<file path="config.mk">
export PLATFORM = sky130hd
export DESIGN_NAME = maf_div
export DESIGN_NICKNAME = d
export VERILOG_FILES = /design/src/maf_pkg.sv /design/src/maf_div.sv
export SDC_FILE = /design/constraint.sdc
export NUM_CORES = 1
export LEC_CHECK = 0
export BUFFER_PORTS_ARGS = -buffer_cell sky130_fd_sc_hd__clkbuf_2
export CAP_MARGIN = 20
export CELL_PAD_IN_SITES_DETAIL_PLACEMENT = 1
export CELL_PAD_IN_SITES_GLOBAL_PLACEMENT = 1
export CORE_AREA = 4 4 110 112
export DETAILED_ROUTE_END_ITERATION = 10
export DIE_AREA = 0 0 114 116
export HOLD_SLACK_MARGIN = 0.03
export PLACE_DENSITY_LB_ADDON = 0.1
export SLEW_MARGIN = 20
export SYNTH_ARGS = -nofsm -noshare
export SYNTH_HDL_FRONTEND = slang
export SYNTH_SLANG_ARGS = --single-unit
export TNS_END_PERCENT = 5
</file>
<file path="constraint.sdc">
create_clock -name clk -period 3.8 [get_ports clk]
set_input_delay 0.38 -clock clk [delete_from_list [all_inputs] [get_ports clk]]
set_output_delay 0.38 -clock clk [all_outputs]
set_load 0.01 [all_outputs]
</file>
<file path="src/maf_pkg.sv">
// shared types and constants for the moving average filter
package maf_pkg;

	localparam int SampleBits = 24;
	localparam int ValueBits  = SampleBits + 1;
	localparam int HistDepth  = 256;
	localparam int HistAddrBits = 8;
	localparam int LenBits    = 9;
	localparam int FracBits   = 16;
	localparam int WeightBits = FracBits + 1;
	localparam int SumBits    = SampleBits + LenBits + 1;
	localparam int EmaBits    = SampleBits + FracBits + 2;

	// configuration register indexes
	localparam logic [1:0] RegMethod = 2'd0;
	localparam logic [1:0] RegWindow = 2'd1;
	localparam logic [1:0] RegWeight = 2'd2;
	localparam logic [1:0] RegLag    = 2'd3;

	// method codes
	localparam logic [1:0] MethodSma  = 2'd0;
	localparam logic [1:0] MethodEma  = 2'd1;
	localparam logic [1:0] MethodDiff = 2'd2;

	typedef enum logic [2:0] {
		ST_CLEAR,
		ST_IDLE,
		ST_SCAN,
		ST_SCAN_LAST,
		ST_LAG,
		ST_DIV,
		ST_DONE
	} state_t;

	// request from the sequencer to the divider
	typedef struct packed {
		logic                start;
		logic [SumBits-1:0]  dividend;
		logic [LenBits-1:0]  divisor;
	} div_req_t;

	// divider status
	typedef struct packed {
		logic                busy;
		logic                done;
		logic [SumBits-1:0]  quotient;
	} div_rsp_t;

endpackage

</file>
<file path="src/maf_div.sv">
// serial restoring divider, one quotient bit per cycle, signed dividend
module maf_div (
	input  logic               clk,
	input  logic               arst_n,
	input  maf_pkg::div_req_t  req,
	output maf_pkg::div_rsp_t  rsp
);
	localparam int SB = maf_pkg::SumBits;
	localparam int LB = maf_pkg::LenBits;

	logic [SB-1:0] quo_q;
	logic [LB:0]   rem_q;
	logic [LB-1:0] den_q;
	logic [5:0]    cnt_q;
	logic          neg_q;
	logic          busy_q;
	logic          done_q;
	logic [LB:0]   trial;
	logic [LB:0]   shifted;

	// one restoring step
	always_comb begin
		shifted = {rem_q[LB-1:0], quo_q[SB-1]};
		trial   = shifted - {1'b0, den_q};
	end

	always_ff @(posedge clk or negedge arst_n) begin
		if (!arst_n) begin
			busy_q <= 1'b0;
			done_q <= 1'b0;
			cnt_q  <= '0;
		end else begin
			done_q <= 1'b0;
			if (req.start) begin
				busy_q <= 1'b1;
				cnt_q  <= 6'(SB);
			end else if (busy_q) begin
				cnt_q <= cnt_q - 6'd1;
				if (cnt_q == 6'd1) begin
					busy_q <= 1'b0;
					done_q <= 1'b1;
				end
			end
		end
	end

	// datapath
	always_ff @(posedge clk) begin
		if (req.start) begin
			neg_q <= req.dividend[SB-1];
			quo_q <= req.dividend[SB-1] ? (~req.dividend + SB'(1)) : req.dividend;
			rem_q <= '0;
			den_q <= req.divisor;
		end else if (busy_q) begin
			if (!trial[LB]) begin
				rem_q <= trial;
				quo_q <= {quo_q[SB-2:0], 1'b1};
			end else begin
				rem_q <= shifted;
				quo_q <= {quo_q[SB-2:0], 1'b0};
			end
		end
	end

	assign rsp.busy     = busy_q;
	assign rsp.done     = done_q;
	assign rsp.quotient = neg_q ? (~quo_q + SB'(1)) : quo_q;
endmodule

</file>
# Word level (Yosys, flattened, before mapping)
# Index checks and enable logic that the tools add are counted.
# word_totals
in_bits	46
register_bits	61
out_inout_bits	36
wordCells	29
# classes
n_addsub	4
n_bitwise	2
reduce_logical	1
mux	14
eq_ne	1
# ops
op	n
2-to-1 mux 34 bit	4
adder 34 x 1 -> 34 bit (second input constant)	2
inverter 34 bit	2
2-to-1 mux 6 bit	2
subtractor 10 x 9 -> 10 bit	1
2-to-1 mux 9 bit	1
2-to-1 mux 1 bit	7
== test 6 x 1 -> 1 bit (second input constant)	1
subtractor 6 x 1 -> 6 bit (second input constant)	1
nonzero test 2 bit	1

# Depth between registers and ports, before layout
# depth
ltp_word	4
depth_mapped	9
depth_no_buf	9

# Least setup slack after synthesis
# OpenSTA, ideal clock, no wires.
# synth_timing
kind	reg2out
startpoint	reg quo_q[10]
endpoint	out rsp[31] (netlist name)
slack_ps	899
t_arrival_ps	2521
stages_incl_launch_ff	8
n_path_buf	1
required_ps	3420
path_cell_list	edfxtp_1 > or4_4 > or3_1 > buf_2 > or3_4 > or3_4 > o31ai_4 > xnor2_1
# synth_lines
item	line	rtl
start: declaration	maf_div.sv:11	logic [SB-1:0] quo_q;
start signal: assignment	maf_div.sv:51	quo_q <= req.dividend[SB-1] ? (~req.dividend + SB'(1)) : req.dividend;
start signal: assignment	maf_div.sv:57	quo_q <= {quo_q[SB-2:0], 1'b1};
start signal: assignment	maf_div.sv:60	quo_q <= {quo_q[SB-2:0], 1'b0};
end: declaration	maf_div.sv:6	output maf_pkg::div_rsp_t rsp

==> impl_metrics.ini <==
[critical_path]
path_cells = nor4_2 -> or4b_1 -> or3_4 -> or3_4 -> o31ai_4 -> xnor2_1 -> clkbuf_2
cpMaxStageDelayCell = or4b_1
start_kind = flip-flop
end_kind = primary output
worstSetupPathType = reg -> out
crit_path_max_incr_delay_ps = 620
cp.required_ps = 3420
critPathMaxFanout = 6
cp_data_arrival_time_ps = 3100
cpMostUsedCell = or3_4

[cells_and_area]
nets = 603
stdcell_area_mm2 = 0.005091
drive_above_1_share_pct = 20.26
area_growth_pct = 19.57
fillers = 1363
n_antenna_cell = 0
fin_cells = 691
final_util_pct = 45.36

[floorplanning]
rows = 39
io_pins = 82
core_area_mm2 = 0.01122
start_util_pct = 37.94
die-area_mm2 = 0.01322
die_y_um = 116
die_x_um = 114

[pwr]
powerDensity_mw_per_mm2 = 507.4
finalPower_mw = 2.583
power_frac_seq_pct = 37.1
vdd_drop_max_uv = 266.7
power.internal_mw = 1.706
combPwrFrac_pct = 32.0
p_leak_nw = 2.028
swShare_pct = 33.98
power_switching_mw = 0.8777
clkPwrFrac_pct = 30.9

[yosys]
synth_area_leaders = edfxtp_1 31%, xnor2_1 8.6%, xor2_1 6.6%
synth.distinct_cells = 47
synth_area_mm2 = 0.004258
syn-num-nets = 529
synth_most_common_cell = nor2_1
syn_avg_cell_area_um2 = 9.079
yosysSeqAreaShare_pct = 39.96
yosysWarningCount = 0
netlist_instances = 469
ys_top_cells_by_count = 58 x nor2_1, 44 x edfxtp_1, 42 x xnor2_1
synth_edf_count = 44
synth-main-ff-cell = edfxtp_1
synthArstFlopShare_pct = 13.11
synth_top_area_share_pct = 31.03
synth_seq_cells = 61
synth_top_cell_by_area = edfxtp_1

[drt]
drtPass1Iterations = 4
vias = 3747
routedWlPerCell_um = 16.86
finalWirelength_um = 11650
antenna_left = 0
initialDrtViolationCount = 169
viasPerCell = 5.423
route.detailed.drc = 0

[global_routing]
grtUsageTotal_pct = 17.83
antenna_found_initial = 0
grt_pass1_wl_um = 18700
grt.overflow.total = 0
grt_pass1_vias = 3833
grt_max_degree = 47

[timing]
setup_violations = 0
drv_slew = 0
slew_headroom_pct = 53.91
whs_ps = 225.3
skew_ps = 4.025
fin_setup_tns_ps = 0
setup_slack_ps = 316.7
fmax_mhz = 287.1
rsz0062_at_grt = no
fin_crit_sh_pct = 91.67
tightest_slew_ps = 691.4
hold_violations = 0
min_period_ps = 3483

[min_path]
hp-class = in -> reg

[cts]
cts_tree = done
cts_made_buffers = 9
clk_pin_slew_ps = 50
cts.sinks = 61
cts_max_level = 3
max-clock-path-buffers = 2
cts_root_buffer = clkbuf_16
clk_latency_ps = 330

[flow_run]
maxCapViolCount = 0

[placed_design]
gp_congestion = 0.8022
hpwlAfterDp_um = 8849
placed_cells = 673
port_buffers = 81
pre_cts_slack_ps = 476.9
placed_cell_area_mm2 = 0.004766

[run_status]
status = finished, final reports clean
[path summary, 6_finish.rpt]
kind / from / to / slack, ps / cells past startpoint
setup / recovery: quo_q[4] / rsp[31] / 320 / 7
max in group asynchronous: arst_n / cnt_q[2] / 3200 / 2
min in group asynchronous: arst_n / cnt_q[1] / 430 / 2
setup reg to reg: den_q[2] / rem_q[8] / 1380 / 8
hold / removal: req[6] / den_q[6] / 230 / 1
hold reg to reg: cnt_q[5] / cnt_q[5] / 530 / 2
[area by class of cell]
class | instances | area [um^2] | share of cell area, %
clock inverters | 5 | 30.03 | 0.5898
multi-input cells | 364 | 2385 | 46.84
repair buffers | 86 | 452.9 | 8.897
clock buffers | 11 | 264.0 | 5.186
well taps | 143 | 178.9 | 3.514
inverters | 21 | 78.83 | 1.548
flip-flops and latches | 61 | 1702 | 33.42
[per-layer routing]
metal  track usage [%]  share of wire, %  vias to the layer above  routed length [um]
met3             3.708               3.6                       15                 414
met1             21.08                43                     1808                4954
met4             4.830               1.5                        0                 174
met2             32.79                52                       70                6108
met5                 0                 0                        -                   0
li1                  -                 -                     1854                   -
[state kept, by name, summed over array words and instances, names as in the netlist]
name	count
quo_q	34
den_q	9
rem_q	9
cnt_q	6
busy_q	1
done_q	1
neg_q	1
[power by group through the flow]
stage,clock network [mW],registers (mW),logic (mW)
floorplan,0,0.928,0.596
global placement,0,0.969,0.814
detailed placement,0,0.974,0.825
CTS,0.821,0.961,0.835
global route,0.848,0.975,0.932
finish,0.797,0.959,0.827
[placed cells by master, fill, tap and decap left out, types with 3 or more instances in the layout]
cell and instances:
nor3_1 10, nand2b_1 4, ha_1 13, a21o_1 3
a311oi_1 3, nor2_1 58, nor4_1 4, nand4_1 5
inv_1 20, clkbuf_2 80, xor2_1 32, nand2_1 29
dfxtp_1 9, or4_1 8, o31ai_1 16, clkbuf_16 10
buf_4 3, or3_1 11, or2_2 5, nand3_1 11
o21ai_0 29, xnor2_1 42, o21a_1 3, o41ai_1 12
edfxtp_1 44, dfrtp_1 8, a21oi_1 39, o311a_1 4
[logic make-up (layout without fill, tap and decap cells)]
kind of cell               count (synthesis)  after routing  synth area share (%)
adders and majority gates                 14             14                 4.290
muxes                                      1              1                0.2351
xor gates and xnor gates                  74             74                 15.22
DFF                                       61             61                 39.96
buffers and inverters                     44            123                 4.172
AOI/OAI and AO/OA                        118            118                 17.87
and+or+nand+nor                          157            157                 18.25
[critical path, delay by kind of cell, from the launching register on]
family | cells | cell delay (ps)
buf+inv | 1 | 150
xor+xnor | 1 | 140
compound gates | 1 | 180
flops | 1 | 450
simple gates | 4 | 1850
[what timing repair did]
| action | 4_1_cts | 5_1_grt |
|---|---|---|
| gates resized for setup | 0 | 1 |
| setup buffers | 0 | 0 |
| hold endpoints to repair | 8 | 0 |
| hold buffers | 1 | 0 |
| endpoints found under the setup margin | 0 | 2 |
Note: power is estimated with default switching activity, not from simulation.
