`config.mk`:
```
export PLATFORM = sky130hd
export DESIGN_NAME = maf_ema
export DESIGN_NICKNAME = d
export VERILOG_FILES = /design/src/maf_pkg.sv /design/src/maf_ema.sv
export SDC_FILE = /design/constraint.sdc
export NUM_CORES = 2
export LEC_CHECK = 0
export BUFFER_PORTS_ARGS = -buffer_cell sky130_fd_sc_hd__clkbuf_2
export CORE_ASPECT_RATIO = 0.7
export CORE_MARGIN = 2
export CORE_UTILIZATION = 45
export DETAILED_ROUTE_END_ITERATION = 10
export SLEW_MARGIN = 20
export SYNTH_ARGS = -nofsm -noshare
export SYNTH_HDL_FRONTEND = slang
export SYNTH_SLANG_ARGS = --single-unit
```
`constraint.sdc`:
```
create_clock -name clk -period 10.8 [get_ports clk]
set_input_delay 1.08 -clock clk [delete_from_list [all_inputs] [get_ports clk]]
set_output_delay 1.08 -clock clk [all_outputs]
set_load 0.02 [all_outputs]
```
`src/maf_pkg.sv`:
```
// shared types and constants for the moving average filter
package maf_pkg;

	localparam int SampleBits = 24;
	localparam int ValueBits  = SampleBits + 1;
	localparam int HistDepth  = 256;
	localparam int HistAddrBits = 8;
	localparam int LenBits    = 9;
	localparam int FracBits   = 16;
	localparam int WeightBits = FracBits + 1;
	localparam int SumBits    = SampleBits + LenBits + 1;
	localparam int EmaBits    = SampleBits + FracBits + 2;

	// configuration register indexes
	localparam logic [1:0] RegMethod = 2'd0;
	localparam logic [1:0] RegWindow = 2'd1;
	localparam logic [1:0] RegWeight = 2'd2;
	localparam logic [1:0] RegLag    = 2'd3;

	// method codes
	localparam logic [1:0] MethodSma  = 2'd0;
	localparam logic [1:0] MethodEma  = 2'd1;
	localparam logic [1:0] MethodDiff = 2'd2;

	typedef enum logic [2:0] {
		ST_CLEAR,
		ST_IDLE,
		ST_SCAN,
		ST_SCAN_LAST,
		ST_LAG,
		ST_DIV,
		ST_DONE
	} state_t;

	// request from the sequencer to the divider
	typedef struct packed {
		logic                start;
		logic [SumBits-1:0]  dividend;
		logic [LenBits-1:0]  divisor;
	} div_req_t;

	// divider status
	typedef struct packed {
		logic                busy;
		logic                done;
		logic [SumBits-1:0]  quotient;
	} div_rsp_t;

endpackage

```
`src/maf_ema.sv`:
```
// exponential average state, updated with one multiply per item
module maf_ema (
	input  logic                                clk,
	input  logic                                arst_n,
	input  logic                                update,
	input  logic signed [maf_pkg::SampleBits-1:0] x,
	input  logic [maf_pkg::WeightBits-1:0]      weight,
	output logic                                started,
	output logic signed [maf_pkg::ValueBits-1:0] avg
);
	localparam int EB = maf_pkg::EmaBits;
	localparam int FB = maf_pkg::FracBits;
	localparam int WB = maf_pkg::WeightBits;

	logic signed [EB-1:0] s_q;
	logic                 started_q;
	logic signed [EB-1:0] xs;
	logic signed [EB:0]   d;
	logic signed [EB+WB+1:0] prod;
	logic signed [EB-1:0] step;

	// weight times difference, floored
	always_comb begin
		xs   = EB'(x) <<< FB;
		d    = (EB+1)'(xs) - (EB+1)'(s_q);
		prod = (EB+WB+2)'(d) * $signed({1'b0, weight});
		step = EB'(prod >>> FB);
	end

	always_ff @(posedge clk or negedge arst_n) begin
		if (!arst_n) begin
			s_q       <= '0;
			started_q <= 1'b0;
		end else if (update) begin
			started_q <= 1'b1;
			s_q       <= started_q ? s_q + step : xs;
		end
	end

	assign started = started_q;
	assign avg     = maf_pkg::ValueBits'(s_q >>> FB);
endmodule

```
Yosys cells after proc, flatten, opt, wreduce, memory -nomap -nowiden
Index checks and enable logic that the tools add are counted.
{"block": "totals", "word_cells": 6, "regBits": 43, "inputBits": 44, "output_inout_bits": 26}
{"block": "classes", "multipliers": 1, "addsub": 2, "n_mux": 1}
{"cell": "43-bit by 18-bit multiplier with 58-bit output", "count": 1}
{"cell": "40-bit by 42-bit subtractor with 43-bit output", "count": 1}
{"cell": "42-bit adder", "count": 1}
{"cell": "42-bit 2-to-1 mux", "count": 1}

Depth between registers and ports, before layout
{"block": "logic_depth", "depth_word": 4, "depth_mapped": 48}

Worst setup path after synthesis
Ideal clock, no wire load.
{"block": "synth_path", "path_type": "input to register", "from": "input port x[1] (netlist bit)", "to": "register s_q[41]", "t_required_ps": 10675, "arrival_time_ps": 10906, "cell_stages": 42, "path_slack_ps": -231, "setup_time_ps": 125, "path_cell_list": "ha_1 a211o_1 a21oi_1 o21ai_0 a21o_1 a21oi_1 xnor2_1 clkbuf_1 nand2_1 fa_1 fa_1 fa_1 fa_1 inv_1 fa_1 inv_1 fa_1 inv_1 [... 6 more ...] a221o_1 and2_1 o21a_1 nor2_1 xnor2_1 ha_1 a21o_1 a21o_1 a21oi_1 a21oi_1 o2111ai_1 a221oi_2 o221a_2 a211o_1 xnor3_1 xor2_1 a21oi_1 mux2_2"}
{"block": "synth_via", "elab_chain_cells": 4}
{"element": "start, declared", "line_no": "maf_ema.sv:6", "rtl": "input logic signed [maf_pkg::SampleBits-1:0] x,"}
{"element": "40-bit by 42-bit subtractor with 43-bit output", "line_no": "maf_ema.sv:25", "rtl": "d = (EB+1)'(xs) - (EB+1)'(s_q);"}
{"element": "43-bit by 18-bit multiplier with 58-bit output", "line_no": "maf_ema.sv:26", "rtl": "prod = (EB+WB+2)'(d) * $signed({1'b0, weight});"}
{"element": "42-bit adder", "line_no": "maf_ema.sv:36", "rtl": "s_q <= started_q ? s_q + step : xs;"}
{"element": "42-bit 2-to-1 mux", "line_no": "maf_ema.sv:36"}
{"element": "end signal, assigned", "line_no": "maf_ema.sv:36"}
{"element": "end, declared", "line_no": "maf_ema.sv:15", "rtl": "logic signed [EB-1:0] s_q;"}
No other way between the ends.
A chain may end at the register's enable or synchronous reset.

Worst setup path in the final report
{"block": "layout_path", "from": "input port x[7] (netlist bit)", "to": "register s_q[41]"}
The elaborated chain is that of the path after synthesis.

==> summary.txt <==
Placed design
  • Port Buffers: between 60 and 70
  • HPWL after DPL: 69,900 µm
  • GP Congestion: between 0.9 and 1

Logic synthesis
  • Post-synth cell types: 74
  • Post-Synth Simple-Gate Area: 16.3%
  • Post-synth ARST share: 100%
  • Adder-cell share of the synthesized area: ~54%
  • Main combinational cell family by area after synthesis: adder cells
  • Post-synthesis mux area share: 0.822%
  • Post-Syn Instances: 3,453
  • Ys flop type: dfrtp_1
  • Synth Area in XOR/XNOR: ~3.8%
  • EDFF count, synth: 0
  • Yosys warns: 0
  • Synth Area in Compound Gates: under 10%
  • Sequential fraction of the synthesis area: ~3.7%
  • Synthesis-stage register bit count: between 40 and 50
  • Post-Syn Area: a little under 0.03 mm²
  • Syn Area/Cell: approximately 8.5 µm²
  • Syn Nets: approximately 4.4k

Worst setup path
  • Slowest stage cell, crit path: fa_1
  • Crit path DAT: approximately 11 ns
  • Reg-to-reg endpoint: s_q[41]$_DFFE_PN0P_
  • Critical Path Sink: s_q[41]$_DFFE_PN0P_
  • Crit path largest cell delay: around 0.51 ns
  • Reg-to-Reg Start: s_q[2]$_DFFE_PN0P_
  • Critical path fanouts, max: 6
  • CP Launch Type: primary input
  • Reg-to-reg setup timing slack: roughly 0.25 ns
  • R2R depth: 48
  • CP Launch Point: x[7]
  • Setup crit end kind: register
  • Crit-path most repeated cell: fa_1
  • WP data required: 11.01 ns
  • Setup CP Type: primary input to register

GRT
  • Largest net degree at the start of global routing: 46
  • First-pass GRT wire length: about 130,000 µm
  • Initial antenna violation count: 2
  • Gr usage total: around 25%
  • Vias in the first global route: roughly 24k
  • Total gr overflow: 0

Finish
  • # diodes: 0
  • Layout Area Growth over Synthesis: 18.1%
  • # fillers: between 6k and 7k
  • Post-layout nets: ~4.7k
  • Area of the multi-input gates: between 0.02 and 0.025 mm²
  • FF+latch area: roughly 0.0011 mm²
  • Share of cells above drive strength 1: between 10% and 20%

Die
  • Initial cell density of the core: a little under half
  • Die height: around 220 µm
  • Core ar.: about 0.065 mm²
  • I/O pin count: 70
  • Die ar.: approximately 0.067 mm²
  • Die X: roughly 310 µm
  • Rows: 78

Timing
  • Count of final setup violators: 0
  • Rel. slew slack: 43.1%
  • Layout Skew: roughly 0.014 ns
  • Final min period: between 10 and 15 ns
  • Crit share post-route: ~100%
  • FMAX: about 93 MHz
  • Fin. max-slew vios: 0
  • RSZ-0062 raised after global routing: yes
  • Worst-margin pin slew: between 0.8 and 0.9 ns
  • Hold slack final: 0.601 ns
  • Final Hold Viols: 0

Clock network
  • CTS Root Cell: clkbuf_16
  • Later-pin clock latency in the skew report: about 0.33 ns
  • CTS tree: done
  • Clock transition at the registers of the reported paths: 0.08 ns
  • H-tree depth: 2
  • Total CTS buffers: 5
  • Max Root-Sink Buffers: 2
  • Total clock sinks: 43

Worst hold path
  • Worst Hold Class: register to register

Detailed routing
  • WL/cell: about 17 µm
  • Via density per instance: 4.93
  • Drt drc: 0
  • DRT Pass-1 Iters: 7
  • Total Routed Length: a little over 80,000 µm
  • Drt first-iter violations: around 1.4k
  • Via count: approximately 23k
  • Final ANT Viol Nets: 0

Job
  • Max_cap viols: 0

Outcome
  • Status: complete, no violations
synth_stat cells, drive strengths merged (11+ instances only):
| cell type | number | share of area, % |
|---|---|---|
| nor2 | 72 | 0.92 |
| buf | 33 | 0.78 |
| nand2 | 459 | 5.9 |
| a21oi | 125 | 2.2 |
| a31oi | 11 | 0.23 |
| o21a | 13 | 0.33 |
| nand4 | 12 | 0.26 |
| clkbuf | 128 | 1.6 |
| nor3 | 17 | 0.29 |
| inv | 927 | 12 |
| ha | 203 | 8.6 |
| dfrtp | 43 | 3.7 |
| nand3 | 22 | 0.37 |
| and3 | 11 | 0.23 |
| xor2 | 33 | 0.98 |
| mux2i | 23 | 0.78 |
| o21ai | 47 | 0.80 |
| and2 | 336 | 7.2 |
| fa | 665 | 45 |
| xnor2 | 92 | 2.8 |
| o22ai | 13 | 0.28 |
| o21bai | 20 | 0.51 |
| a21o | 45 | 1.1 |
flip-flops by register name, summed over array words and instances, names as in the netlist:
register and count:
started 1, s_q 42
routing by layer:
metal	part of all wire [%]	global-route usage, %	vias up
li1	-	-	10820
met1	49	39.8	11669
met2	43	38.7	618
met3	6.6	3.04	48
met4	1.0	2.70	0
met5	0	0	-
critical path, delay by kind of cell:
kind            cells  cell delay (ns)
xor+xnor            4             0.67
fa+ha+maj           9             3.72
compound gates     19             3.19
buf+inv             5             0.34
simple gates        8             1.63
mux                 1             0.28
through the flow:
| stage | cells | instance area [µm²] | utilization (%) | setup slack (ns) | setup TNS, ns |
|---|---|---|---|---|---|
| after floorplan | 3453 | 29400 | - | 0.0119 | 0 |
| after global placement | 4655 | 33500 | 51.8 | -0.977 | -6.86 |
| after detailed placement | 4655 | 33500 | 51.8 | -0.959 | -7.17 |
| after CTS | 4677 | 34100 | 52.8 | 0.00317 | 0 |
| after global routing | 4692 | 34700 | 53.6 | -0.255 | -0.616 |
| final | 4692 | 34700 | 53.6 | 0.0802 | 0 |
how the worst min path moves through the flow:
| stage | slack [ns] | startpoint | to | cells past startpoint |
|---|---|---|---|---|
| 2_1_floorplan | 0.52 | s_q[41]$_DFFE_PN0P_ | s_q[41]$_DFFE_PN0P_ | 1 |
| 3_3_place_gp | 0.58 | s_q[37]$_DFFE_PN0P_ | s_q[37]$_DFFE_PN0P_ | 2 |
| 3_5_place_dp | 0.59 | s_q[37]$_DFFE_PN0P_ | s_q[37]$_DFFE_PN0P_ | 2 |
| 4_1_cts | 0.61 | s_q[37]$_DFFE_PN0P_ | s_q[37]$_DFFE_PN0P_ | 2 |
| 5_1_grt | 0.65 | s_q[24]$_DFFE_PN0P_ | s_q[24]$_DFFE_PN0P_ | 2 |
| 6_report | 0.60 | s_q[37]$_DFFE_PN0P_ | s_q[37]$_DFFE_PN0P_ | 2 |
what timing repair did:
action | CTS | global route
setup buffers | 14 | 16
hold buffers | 0 | 0
pin swaps | 52 | 87
endpoints found under the hold margin | 0 | 0
resized for setup | 68 | 103
gates cloned | 0 | 0
endpoints found under the setup margin | 11 | 16
cells in the final DEF, fill, tap and decap left out, types with 42 or more instances in the layout:
master / count
a21o_1: 45
dfrtp_1: 42
buf_4: 411
nor2_1: 69
a21oi_1: 86
ha_1: 185
clkbuf_2: 67
nand2_1: 454
xnor2_1: 83
and2_1: 330
inv_1: 921
fa_1: 656
cell families after synthesis:
family | Yosys count
XOR/XNOR | 126
multiplexers | 24
flip-flops | 43
buffers and inverters | 1088
adder cells (fa/ha/maj) | 868
AND/OR/NAND/NOR | 976
AO/OA/AOI/OAI | 328
cell type report:
| class | instances | area share, % |
|---|---|---|
| multi-input combinational | 2322 | 71.8 |
| clock buffer | 5 | 0.360 |
| clock inverter | 3 | 0.0433 |
| tap | 880 | 3.17 |
| inverter | 927 | 10.0 |
| sequential | 43 | 3.10 |
| timing repair buffer | 512 | 11.5 |
Power is not shown: default switching activity piles up to over one toggle a cycle in this logic, so the estimate is an artifact.
